### src/sv/spmf_pkg.sv
// ---------------------------------------------------------------------------
// spmf_pkg
// Types and constants shared by the strict priority multi-level queue.
// ---------------------------------------------------------------------------
package spmf_pkg;

   localparam int LEVELS  = 4;
   localparam int DEPTH   = 16;

   localparam int LVL_W   = (LEVELS > 1) ? $clog2(LEVELS) : 1;
   localparam int PTR_W   = (DEPTH > 1) ? $clog2(DEPTH) : 1;
   localparam int CNT_W   = $clog2(DEPTH + 1);
   localparam int SLOTS   = LEVELS * DEPTH;
   localparam int ADDR_W  = (SLOTS > 1) ? $clog2(SLOTS) : 1;

   localparam int DATA_W  = 8;
   localparam int PRIO_W  = 3;
   localparam int STAT_W  = 2;
   localparam int OLVL_W  = 2;

   localparam logic ACT_ENQ = 1'b0;
   localparam logic ACT_DEQ = 1'b1;

   localparam logic [STAT_W-1:0] ST_OK      = 2'd0;
   localparam logic [STAT_W-1:0] ST_FULL    = 2'd1;
   localparam logic [STAT_W-1:0] ST_EMPTY   = 2'd2;
   localparam logic [STAT_W-1:0] ST_BADPRIO = 2'd3;

   typedef struct packed {
      logic              action;
      logic [DATA_W-1:0] item_data;
      logic [PRIO_W-1:0] priority_level;
   } req_type;

   typedef struct packed {
      logic [DATA_W-1:0] out_data;
      logic [STAT_W-1:0] status;
      logic [OLVL_W-1:0] out_level;
   } rsp_type;

   // slot store access for one word
   typedef struct packed {
      logic              wr_en;
      logic [ADDR_W-1:0] wr_addr;
      logic [DATA_W-1:0] wr_data;
      logic              rd_en;
      logic [ADDR_W-1:0] rd_addr;
   } mem_cmd_type;

   // result fields known at accept time; pop selects the read data
   typedef struct packed {
      logic [STAT_W-1:0] status;
      logic [OLVL_W-1:0] out_level;
      logic              pop;
   } meta_type;

endpackage

### src/sv/spmf_store.sv
// ---------------------------------------------------------------------------
// spmf_store
// Slot storage for all levels: one write port, one read port, registered read.
// ---------------------------------------------------------------------------
module spmf_store
   import spmf_pkg::*;
(
   input  logic              clock,
   input  mem_cmd_type       cmd,
   output logic [DATA_W-1:0] rd_data
);

   logic [DATA_W-1:0] mem [SLOTS];
   logic [DATA_W-1:0] rd_ff;

   always_ff @(posedge clock) begin
      if (cmd.wr_en) begin
         mem[cmd.wr_addr] <= cmd.wr_data;
      end
   end

   // holds its value between reads so a stalled result keeps its data
   always_ff @(posedge clock) begin
      if (cmd.rd_en) begin
         rd_ff <= mem[cmd.rd_addr];
      end
   end

   assign rd_data = rd_ff;

endmodule

### src/sv/spmf_ctrl.sv
// ---------------------------------------------------------------------------
// spmf_ctrl
// Per-level head, tail and count registers, level select and status decode.
// ---------------------------------------------------------------------------
module spmf_ctrl
   import spmf_pkg::*;
(
   input  logic        clock,
   input  logic        reset,
   input  logic        accept,
   input  req_type     req,
   output mem_cmd_type cmd,
   output meta_type    meta
);

   logic [PTR_W-1:0] head_ff  [LEVELS];
   logic [PTR_W-1:0] tail_ff  [LEVELS];
   logic [CNT_W-1:0] count_ff [LEVELS];

   logic [LVL_W-1:0] enq_lvl;
   logic [LVL_W-1:0] deq_lvl;
   logic             any_busy;
   logic             bad_prio;
   logic             lvl_full;
   logic             do_push;
   logic             do_pop;

   function automatic logic [PTR_W-1:0] ptr_next(input logic [PTR_W-1:0] p);
      ptr_next = (p == PTR_W'(DEPTH - 1)) ? '0 : p + PTR_W'(1);
   endfunction

   function automatic logic [ADDR_W-1:0] slot_addr(input logic [LVL_W-1:0] lv,
                                                   input logic [PTR_W-1:0] p);
      slot_addr = ADDR_W'(ADDR_W'(lv) * ADDR_W'(DEPTH)) + ADDR_W'(p);
   endfunction

   // lowest-numbered non-empty level wins
   always_comb begin
      deq_lvl  = '0;
      any_busy = 1'b0;
      for (int i = LEVELS - 1; i >= 0; i--) begin
         if (count_ff[i] != '0) begin
            deq_lvl  = LVL_W'(i);
            any_busy = 1'b1;
         end
      end
   end

   assign bad_prio = (req.priority_level == '0) || (int'(req.priority_level) > LEVELS);
   assign enq_lvl  = LVL_W'(req.priority_level) - LVL_W'(1);
   assign lvl_full = (count_ff[enq_lvl] >= CNT_W'(DEPTH));
   assign do_push  = (req.action == ACT_ENQ) && !bad_prio && !lvl_full;
   assign do_pop   = (req.action == ACT_DEQ) && any_busy;

   always_comb begin
      cmd.wr_en   = accept && do_push;
      cmd.wr_addr = slot_addr(enq_lvl, tail_ff[enq_lvl]);
      cmd.wr_data = req.item_data;
      cmd.rd_en   = accept && do_pop;
      cmd.rd_addr = slot_addr(deq_lvl, head_ff[deq_lvl]);
   end

   always_comb begin
      meta.pop       = do_pop;
      meta.out_level = '0;
      meta.status    = ST_OK;
      if (req.action == ACT_ENQ) begin
         if (bad_prio) begin
            meta.status = ST_BADPRIO;
         end else begin
            meta.out_level = OLVL_W'(enq_lvl);
            if (lvl_full) begin
               meta.status = ST_FULL;
            end
         end
      end else begin
         if (any_busy) begin
            meta.out_level = OLVL_W'(deq_lvl);
         end else begin
            meta.status = ST_EMPTY;
         end
      end
   end

   always_ff @(posedge clock) begin
      if (reset) begin
         for (int i = 0; i < LEVELS; i++) begin
            head_ff[i]  <= '0;
            tail_ff[i]  <= '0;
            count_ff[i] <= '0;
         end
      end else if (accept) begin
         if (do_push) begin
            tail_ff[enq_lvl]  <= ptr_next(tail_ff[enq_lvl]);
            count_ff[enq_lvl] <= count_ff[enq_lvl] + CNT_W'(1);
         end
         if (do_pop) begin
            head_ff[deq_lvl]  <= ptr_next(head_ff[deq_lvl]);
            count_ff[deq_lvl] <= count_ff[deq_lvl] - CNT_W'(1);
         end
      end
   end

endmodule

### src/sv/strict_priority_multi_fifo_core.sv
// ---------------------------------------------------------------------------
// strict_priority_multi_fifo_core
// Strict priority multi-level queue: one ring buffer per priority level.
// ---------------------------------------------------------------------------
// Takes one enqueue or dequeue word per cycle unless rsp_ready stalls the
// output, and returns exactly one result word for each: acceptance updates
// the level pointers and counts and reads or writes the slot RAM, then the
// result is registered. Back-to-back words at any mix of levels are served
// without bubbles; the rate is set by the single read and single write port
// of the slot RAM. Dequeue serves the lowest-numbered non-empty level.
// A full level drops the word (status full), a priority of zero or above
// the level count reports bad priority, and a dequeue with all levels empty
// reports empty; out_data is zero on every result but a successful dequeue.
module strict_priority_multi_fifo_core
   import spmf_pkg::*;
(
   input  logic    clock,
   input  logic    reset,
   input  logic    req_valid,
   output logic    req_ready,
   input  req_type req_data,
   output logic    rsp_valid,
   input  logic    rsp_ready,
   output rsp_type rsp_data
);

   mem_cmd_type       cmd;
   meta_type          meta;
   logic [DATA_W-1:0] rd_data;

   logic     s1_valid_ff;
   logic     s1_valid_in;
   meta_type s1_meta_ff;
   logic     rsp_valid_ff;
   logic     rsp_valid_in;
   rsp_type  rsp_ff;
   rsp_type  rsp_in;

   logic accept;
   logic s1_move;
   logic out_free;

   assign out_free  = !rsp_valid_ff || rsp_ready;
   assign s1_move   = s1_valid_ff && out_free;
   assign req_ready = !s1_valid_ff || out_free;
   assign accept    = req_valid && req_ready;

   spmf_ctrl u_ctrl (
      .clock  (clock),
      .reset  (reset),
      .accept (accept),
      .req    (req_data),
      .cmd    (cmd),
      .meta   (meta)
   );

   spmf_store u_store (
      .clock   (clock),
      .cmd     (cmd),
      .rd_data (rd_data)
   );

   always_comb begin
      s1_valid_in = accept || (s1_valid_ff && !out_free);
      rsp_valid_in = s1_move || (rsp_valid_ff && !rsp_ready);
      rsp_in.out_data  = s1_meta_ff.pop ? rd_data : '0;
      rsp_in.status    = s1_meta_ff.status;
      rsp_in.out_level = s1_meta_ff.out_level;
   end

   always_ff @(posedge clock) begin
      if (reset) begin
         s1_valid_ff  <= 1'b0;
         rsp_valid_ff <= 1'b0;
      end else begin
         s1_valid_ff  <= s1_valid_in;
         rsp_valid_ff <= rsp_valid_in;
      end
   end

   always_ff @(posedge clock) begin
      if (accept) begin
         s1_meta_ff <= meta;
      end
      if (s1_move) begin
         rsp_ff <= rsp_in;
      end
   end

   assign rsp_valid = rsp_valid_ff;
   assign rsp_data  = rsp_ff;

endmodule
### config.mk
export PLATFORM = sky130hd
export DESIGN_NAME = strict_priority_multi_fifo_core
export DESIGN_NICKNAME = d
export VERILOG_FILES = /design/src/sv/spmf_pkg.sv /design/src/sv/spmf_store.sv /design/src/sv/spmf_ctrl.sv /design/src/sv/strict_priority_multi_fifo_core.sv
export SDC_FILE = /design/constraint.sdc
export NUM_CORES = 1
export LEC_CHECK = 0
export BUFFER_PORTS_ARGS = -buffer_cell sky130_fd_sc_hd__buf_2
export CAP_MARGIN = 20
export CELL_PAD_IN_SITES_DETAIL_PLACEMENT = 1
export CELL_PAD_IN_SITES_GLOBAL_PLACEMENT = 1
export CORE_ASPECT_RATIO = 0.8
export CORE_MARGIN = 3
export CORE_UTILIZATION = 30
export DETAILED_ROUTE_END_ITERATION = 8
export GPL_TIMING_DRIVEN = 0
export PLACE_DENSITY = 0.49
export SLEW_MARGIN = 10
export SYNTH_ARGS = -nofsm -noshare
export SYNTH_HDL_FRONTEND = slang
export SYNTH_HIERARCHICAL = 1
export SYNTH_SLANG_ARGS = --single-unit
### constraint.sdc
create_clock -name clock -period 3.93 [get_ports clock]
set_input_delay 0.5895 -clock clock [delete_from_list [all_inputs] [get_ports clock]]
set_output_delay 0.5895 -clock clock [all_outputs]
set_load 0.02 [all_outputs]
==> results of run 1 <==
-- synth_stat cells (15+ instances only) --
cell type                  instances  area [um2]
sky130_fd_sc_hd__edfxtp_1        589       17700
sky130_fd_sc_hd__nor2_1          142         533
sky130_fd_sc_hd__mux4_2          130        2930
sky130_fd_sc_hd__nand2_1          34         128
sky130_fd_sc_hd__mux2i_1          28         280
sky130_fd_sc_hd__nand3_1          23         115
sky130_fd_sc_hd__buf_4            22         165
sky130_fd_sc_hd__clkbuf_1         20        75.1
sky130_fd_sc_hd__inv_1            20        75.1
sky130_fd_sc_hd__nand2b_1         16         100
sky130_fd_sc_hd__a21oi_1          15        75.1
-- layer usage --
metal / wire (um) / vias up / track usage
met5: 0 / - / 0
met4: 1520 / 0 / 0.0429
met3: 3780 / 83 / 0.0280
met2: 30300 / 314 / 0.244
met1: 33900 / 6949 / 0.256
li1: - / 5387 / -
-- placed cells by master (no fill, tap or decap), types with 12 or more instances in the layout --
cell type,instances
sky130_fd_sc_hd__edfxtp_1,589
sky130_fd_sc_hd__inv_1,19
sky130_fd_sc_hd__a21oi_1,15
sky130_fd_sc_hd__nand2b_1,15
sky130_fd_sc_hd__nor2_4,46
sky130_fd_sc_hd__buf_2,23
sky130_fd_sc_hd__nand2_1,30
sky130_fd_sc_hd__clkbuf_16,63
sky130_fd_sc_hd__nor2b_1,13
sky130_fd_sc_hd__nor2_2,21
sky130_fd_sc_hd__mux4_2,130
sky130_fd_sc_hd__and2_1,13
sky130_fd_sc_hd__buf_4,53
sky130_fd_sc_hd__nand3_1,18
sky130_fd_sc_hd__nor2_1,75
sky130_fd_sc_hd__clkbuf_1,21
sky130_fd_sc_hd__mux2_2,12
sky130_fd_sc_hd__mux2i_1,15
-- final timing paths --
kind                         startpoint            endpoint  slack (ps)  cells after the start
hold reg to reg               rsp_in[3]         rsp_data[3]         420                      0
hold / removal                req_valid         s1_valid_ff         210                      3
setup / recovery  u_ctrl/count_ff[2][1]  u_store/rd_data[6]        -220                     12
setup reg to reg  u_ctrl/count_ff[2][1]  u_store/rd_data[6]        -220                     12
-- state kept, by name, summed over array words and instances (netlist names) --
signal           cells
u_store/rd_data      8
rsp_in               4
rsp_valid            1
s1_valid_ff          1
u_ctrl/head_ff      16
u_ctrl/count_ff     20
u_store/mem        512
u_ctrl/tail_ff      16
s1_meta_ff           1
rsp_data            12
-- cells by family after synthesis --
kind of cell,share of synthesized area
XOR/XNOR,0.00218
adder cells (fa/ha/maj),0.00259
multiplexers,0.145
AND/OR/NAND/NOR,0.0597
flip-flops,0.734
buffers and inverters,0.0217
AO/OA/AOI/OAI,0.0348
-- per-stage QoR --
stage	total power, uW	hold WS (ps)
6_report	14200	212
5_1_grt	14700	190
4_1_cts	14400	168
3_5_place_dp	8420	407
3_3_place_gp	8400	403
2_1_floorplan	7910	400
-- power by group through the flow --
| stage | Clock, uW | Combinational, uW | Sequential [uW] |
|---|---|---|---|
| floorplan | 0 | 756 | 7160 |
| global placement | 0 | 1230 | 7170 |
| detailed placement | 0 | 1250 | 7170 |
| CTS | 5850 | 1480 | 7030 |
| global route | 6080 | 1620 | 7030 |
| finish | 5670 | 1530 | 7030 |
-- repair_timing --
action                     CTS  global route
setup endpoints to repair  520           499
pin swaps                   17             9
setup buffers               34             7
gates cloned                 2             1
gates resized for setup    228            72
-- worst min-delay path: cells and delay by family --
kind / cells / cell delay, ps
AO/OA/AOI/OAI: 1 / 40
buffers and inverters: 2 / 160
-- final cells by class --
type	count	area (um2)	area share
Clock inverter	30	329	0.0113
Clock buffer	76	1600	0.0551
Tap cell	1034	1290	0.0445
Inverter	20	78.8	0.00271
Sequential cell	591	17700	0.609
Buffer	63	679	0.0233
Multi-Input combinational cell	584	6870	0.236
Antenna cell	1	2.50	0.0000860
Timing Repair Buffer	63	522	0.0179
==> results.json, run 1 <==
{
  "placement.cell_area_um2": 25500,
  "worstPathCellList": "or4_4 > a211oi_4 > o21a_4 > mux2_4 > clkinvlp_4 > buf_12 > buf_16 > buf_4 > mux4_2 > mux4_2 > nor2_2 > o32ai_4",
  "numPlacedInstances": 2317,
  "cts-buffers-inserted": 61,
  "final_design_area_no_fill_um2": 29100,
  "die_w_um": 323,
  "slew_viol_final": 0,
  "grt_start_max_net_pins": 65,
  "drt_first_iter_violations": 1173,
  "critPathMostFrequentCell": "sky130_fd_sc_hd__mux4_2",
  "synth_area_um2": 24100,
  "achievable-frequency_mhz": 241,
  "clk-insertion-delay-late_ps": 640,
  "cp_top_family": "multiplexers",
  "detail_route.drc_violations": 0,
  "holdBufCountCts": 0,
  "synth-edff-count": 589,
  "tightest_slew_ps": 991,
  "outcome": "complete, but fails checks",
  "num-nets-final": 1405,
  "fp.dieArea_um2": 83900,
  "num_io_pins": 30,
  "worst_setup_path_start_kind": "flop",
  "ant_nets": 0,
  "cp_data_required_time_ps": 4270,
  "drv_cap": 0,
  "synthesis.area_per_instance_um2": 19.1,
  "syn_nets": 1284,
  "fp-row-count": 92,
  "drt_wl_total_mm": 69.6,
  "synth_async_sr_flop_share": 0,
  "combPwrFrac": 0.107,
  "clk_transition_reported_paths_ps": 60,
  "fin_util": 0.367,
  "holdCritPathClass": "input port to flop",
  "cellInternalPower_uw": 10900,
  "timing_hold_violations_final": 0,
  "switching_share": 0.236,
  "clock_sink_count": 591,
  "post-route-period-util": 1.06,
  "dr_total_vias": 12700,
  "timing.critical_path.slowest_stage_cell": "sky130_fd_sc_hd__or4_4",
  "ys_flop_type": "sky130_fd_sc_hd__edfxtp_1",
  "floorplan.die.height_um": 260,
  "worst_slew_margin_relative_to_its_limit": 0.334,
  "core-area_um2": 79300,
  "yosysSeqAreaShare": 0.734,
  "routabilityCongestion": 0.814,
  "syn2layout_area_growth_pct": 20.5,
  "setup.worst_path.end_class": "flop",
  "rsz0062_at_grt": "yes",
  "pre_cts_slack_ps": -1880,
  "detail_route.wl_per_cell_um": 28.3,
  "via_per_inst": 5.17,
  "power.sequential.fraction": 0.494,
  "dpl.hpwl_mm": 45.3,
  "power.density_cell_area_nw_per_um2": 489,
  "layout_min_cycle_time_ps": 4150,
  "grtUsageTotal": 0.167,
  "data_arrival_time_at_the_worst_slack_endpoint_ps": 4490,
  "detail_route.first_pass.iterations": 6,
  "antenna_found_initial": 4,
  "layout.cells.non_filler": 2462,
  "ys_ff_latch": 591,
  "timing.setup.tns_ps": -1420,
  "n_fill_cell": 7717,
  "count_of_cell_types_in_the_netlist": 77,
  "ctsRootBufferMaster": "sky130_fd_sc_hd__clkbuf_16",
  "setup_viol": 8,
  "first_global_vias": 13200,
  "yosys_warnings": 6,
  "grt_overflow": 0,
  "worstPathBufferInverterCount": 4,
  "cts_tree": "yes",
  "proportion_of_layout_cells_with_a_drive_suffix_above_1": 0.353,
  "port_buffers": 19,
  "htree_levels": 2,
  "power.switching_uw": 3360,
  "worst_path_largest_cell_delay_ps": 590,
  "cts.path.max_buffers": 3,
  "finalClockSkew_ps": 33.6,
  "cells_after_synth": 1263,
  "post_route_worst_setup_slack_ps": -220,
  "ir_worst_vdd_mv": 0.349,
  "first_pass_grt_wire_length_mm": 99.2,
  "clkPwrFrac": 0.399,
  "violations": "setup timing",
  "critical_path_peak_fanout": 10,
  "worstSetupPathType": "flop to flop",
  "leakage_uw": 0.00897,
  "start_util": 0.304
}
Power figures use the tool's default switching activity.
==> run 2, diff against run 1 <==
- CORE_UTILIZATION: 30 -> 28
- PLACE_DENSITY: 0.49 -> 0.46
==> run 2 against run 1 <==
Compared with the run above: the run still ends with setup timing left; combinational power is 4% higher; largest cell class unchanged; clock-buffer cell count up 7; sequential cell count unchanged; via count up 1.8%; cell count is 4.4% higher; register-to-register slack lost 80 ps; largest power group unchanged; utilization down 1.7 points; highest routed layer unchanged; sequential power is essentially flat.
==> results.json, run 2 (synthesized netlist as in run 1, its figures left out) <==
{
  "combPwrFrac": 0.107,
  "power.total_uw": 14800,
  "grtUsageTotal": 0.161,
  "proportion_of_layout_cells_with_a_drive_suffix_above_1": 0.362,
  "detail_route.first_pass.iterations": 5,
  "n_fill_cell": 8367,
  "ir_worst_vdd_mv": 0.269,
  "power.sequential.fraction": 0.474,
  "worstSetupPathType": "flop to flop",
  "cp_top_family": "multiplexers",
  "switching_share": 0.237,
  "cts_tree": "yes",
  "rsz0062_at_grt": "yes",
  "worstPathBufferInverterCount": 4,
  "worst_slew_margin_relative_to_its_limit": 0.396,
  "ctsRootBufferMaster": "sky130_fd_sc_hd__clkbuf_16",
  "antenna_found_initial": 2,
  "grt_use_met3": 0.0372,
  "top_library_cells_by_usage_in_the_layout_fill_and_taps_aside": "sky130_fd_sc_hd__edfxtp_1, sky130_fd_sc_hd__mux4_2, sky130_fd_sc_hd__nor2_1, sky130_fd_sc_hd__clkbuf_16, sky130_fd_sc_hd__buf_4",
  "placement.cell_area_um2": 25700,
  "drv_cap": 0,
  "via_per_inst": 5.04,
  "grt_util_met2": 0.236,
  "violations": "setup timing",
  "worst_r2r_endpoint": "u_store/rd_data[3]",
  "layout_min_cycle_time_ps": 4230,
  "first_global_vias": 13300,
  "slew_viol_final": 0,
  "timing.critical_path.slowest_stage_cell": "sky130_fd_sc_hd__mux4_2",
  "layout.cells.non_filler": 2570,
  "cellInternalPower_uw": 11300,
  "num_io_pins": 30,
  "routabilityCongestion": 0.812,
  "grt_busiest_layer": "met1",
  "clock_sink_count": 591,
  "ant_nets": 0,
  "grt_start_max_net_pins": 65,
  "clk_transition_reported_paths_ps": 60,
  "die_w_um": 334,
  "crit_cells": 12,
  "setup.worst_path.end_class": "flop",
  "core-area_um2": 84800,
  "largest_reg_flops": 512,
  "data_arrival_time_at_the_worst_slack_endpoint_ps": 4550,
  "power.switching_uw": 3520,
  "layout_top_registers": "u_store/mem x512, u_ctrl/count_ff x20",
  "setup_viol": 14,
  "start_util": 0.285,
  "power.density_cell_area_nw_per_um2": 501,
  "post_route_worst_setup_slack_ps": -296,
  "final_design_area_no_fill_um2": 29600,
  "finalClockSkew_ps": 19.0,
  "leakage_uw": 0.00918,
  "outcome": "complete, but fails checks",
  "post-route-period-util": 1.08,
  "fp-row-count": 95,
  "num-nets-final": 1425,
  "dr_total_vias": 13000,
  "timing_hold_violations_final": 0,
  "drt_wl_total_mm": 71.8,
  "worst_setup_path_startpoint": "u_ctrl/count_ff[2][0]",
  "worst_r2r_path_depth": 12,
  "floorplan.die.height_um": 269,
  "r2r_start": "u_ctrl/count_ff[2][0]",
  "clkPwrFrac": 0.419,
  "seqCellArea_um2": 17700,
  "achievable-frequency_mhz": 237,
  "first_pass_grt_wire_length_mm": 102,
  "cts-buffers-inserted": 68,
  "tightest_slew_ps": 907,
  "layout.cells.most_common": "sky130_fd_sc_hd__edfxtp_1",
  "port_buffers": 19,
  "regToRegSetupSlack_ps": -300,
  "largest_register": "u_store/mem",
  "worst_path_largest_cell_delay_ps": 600,
  "detail_route.drc_violations": 0,
  "numPlacedInstances": 2401,
  "grt_overflow": 0,
  "critical_path_peak_fanout": 10,
  "multi_input_gate_area_in_the_final_layout_um2": 6890,
  "cts.path.max_buffers": 3,
  "cp-endpoint": "u_store/rd_data[3]",
  "dpl.hpwl_mm": 46.4,
  "detail_route.wl_per_cell_um": 27.9,
  "htree_levels": 3,
  "drt_first_iter_violations": 1068,
  "met1_usage_in_global_routing": 0.241,
  "cp_data_required_time_ps": 4260,
  "worst_setup_path_start_kind": "flop",
  "syn2layout_area_growth_pct": 22.8,
  "holdCritPathClass": "input port to flop",
  "clk-insertion-delay-late_ps": 620,
  "worstPathCellList": "or4_4 > a211oi_4 > o21a_4 > mux2_4 > clkinvlp_4 > buf_12 > buf_12 > buf_16 > mux4_2 > mux4_2 > o21ai_4 > o41ai_4",
  "fp.dieArea_um2": 89800
}
==> run 2: worst min path at each step <==
stage / from / end / slack, ps / depth (start not counted)
2_1_floorplan: rsp_in[0] / rsp_data[0] / 400 / 0
3_3_place_gp: rsp_in[2] / rsp_data[2] / 400 / 0
3_5_place_dp: rsp_in[3] / rsp_data[3] / 410 / 0
4_1_cts: req_valid / s1_valid_ff / 200 / 3
5_1_grt: req_valid / s1_valid_ff / 220 / 3
6_report: req_valid / s1_valid_ff / 240 / 3
==> run 2: per-stage QoR <==
| stage | setup slack (ps) | hold slack (ps) | utilization | setup TNS [ps] |
|---|---|---|---|---|
| finish | -296 | 238 | 0.350 | -2130 |
| global route | -368 | 216 | 0.350 | -7610 |
| CTS | -338 | 199 | 0.344 | -31150 |
| detailed placement | -1870 | 408 | 0.303 | -729740 |
| global placement | -1910 | 404 | 0.302 | -739500 |
| floorplan | 141 | 400 | - | 0 |
==> run 2: power by group through the flow <==
| stage | combinational, uW | sequential [uW] | clock (uW) |
|---|---|---|---|
| floorplan | 756 | 7160 | 0 |
| global placement | 1250 | 7170 | 0 |
| detailed placement | 1260 | 7170 | 0 |
| CTS | 1530 | 7030 | 6410 |
| global route | 1680 | 7040 | 6690 |
| finish | 1590 | 7030 | 6230 |
==> run 2: cell type report <==
| type | count | share of cell area |
|---|---|---|
| diodes | 1 | 0.0000844 |
| plain buffers | 64 | 0.0245 |
| clock buffers | 83 | 0.0615 |
| clock inverters | 37 | 0.0120 |
| inverters | 20 | 0.00266 |
| multi-input cells | 584 | 0.232 |
| flip-flops and latches | 591 | 0.598 |
| well taps | 1115 | 0.0471 |
| repair buffers | 75 | 0.0219 |
==> run 2: worst register-to-register path, cell delays in order (launching register included) <==
cell and delay [ps]:
sky130_fd_sc_hd__edfxtp_1 420, sky130_fd_sc_hd__or4_4 580, sky130_fd_sc_hd__a211oi_4 310, sky130_fd_sc_hd__o21a_4 200
sky130_fd_sc_hd__mux2_4 320, sky130_fd_sc_hd__clkinvlp_4 160, sky130_fd_sc_hd__buf_12 170, sky130_fd_sc_hd__buf_12 120
sky130_fd_sc_hd__buf_16 160, sky130_fd_sc_hd__mux4_2 560, sky130_fd_sc_hd__mux4_2 600, sky130_fd_sc_hd__o21ai_4 220
sky130_fd_sc_hd__o41ai_4 140
==> run 2: repair_timing <==
item / in CTS / in global routing
cloned: 3 / 1
buffers inserted: 27 / 22
setup endpoints to repair: 520 / 478
gates resized for setup: 245 / 74
hold buffers: 0 / 0
pin swaps: 21 / 12
==> run 2: per-layer routing <==
metal | vias up | share of wire
li1 | 5442 | -
met1 | 7067 | 0.49
met2 | 359 | 0.43
met3 | 92 | 0.062
met4 | 0 | 0.020
met5 | - | 0
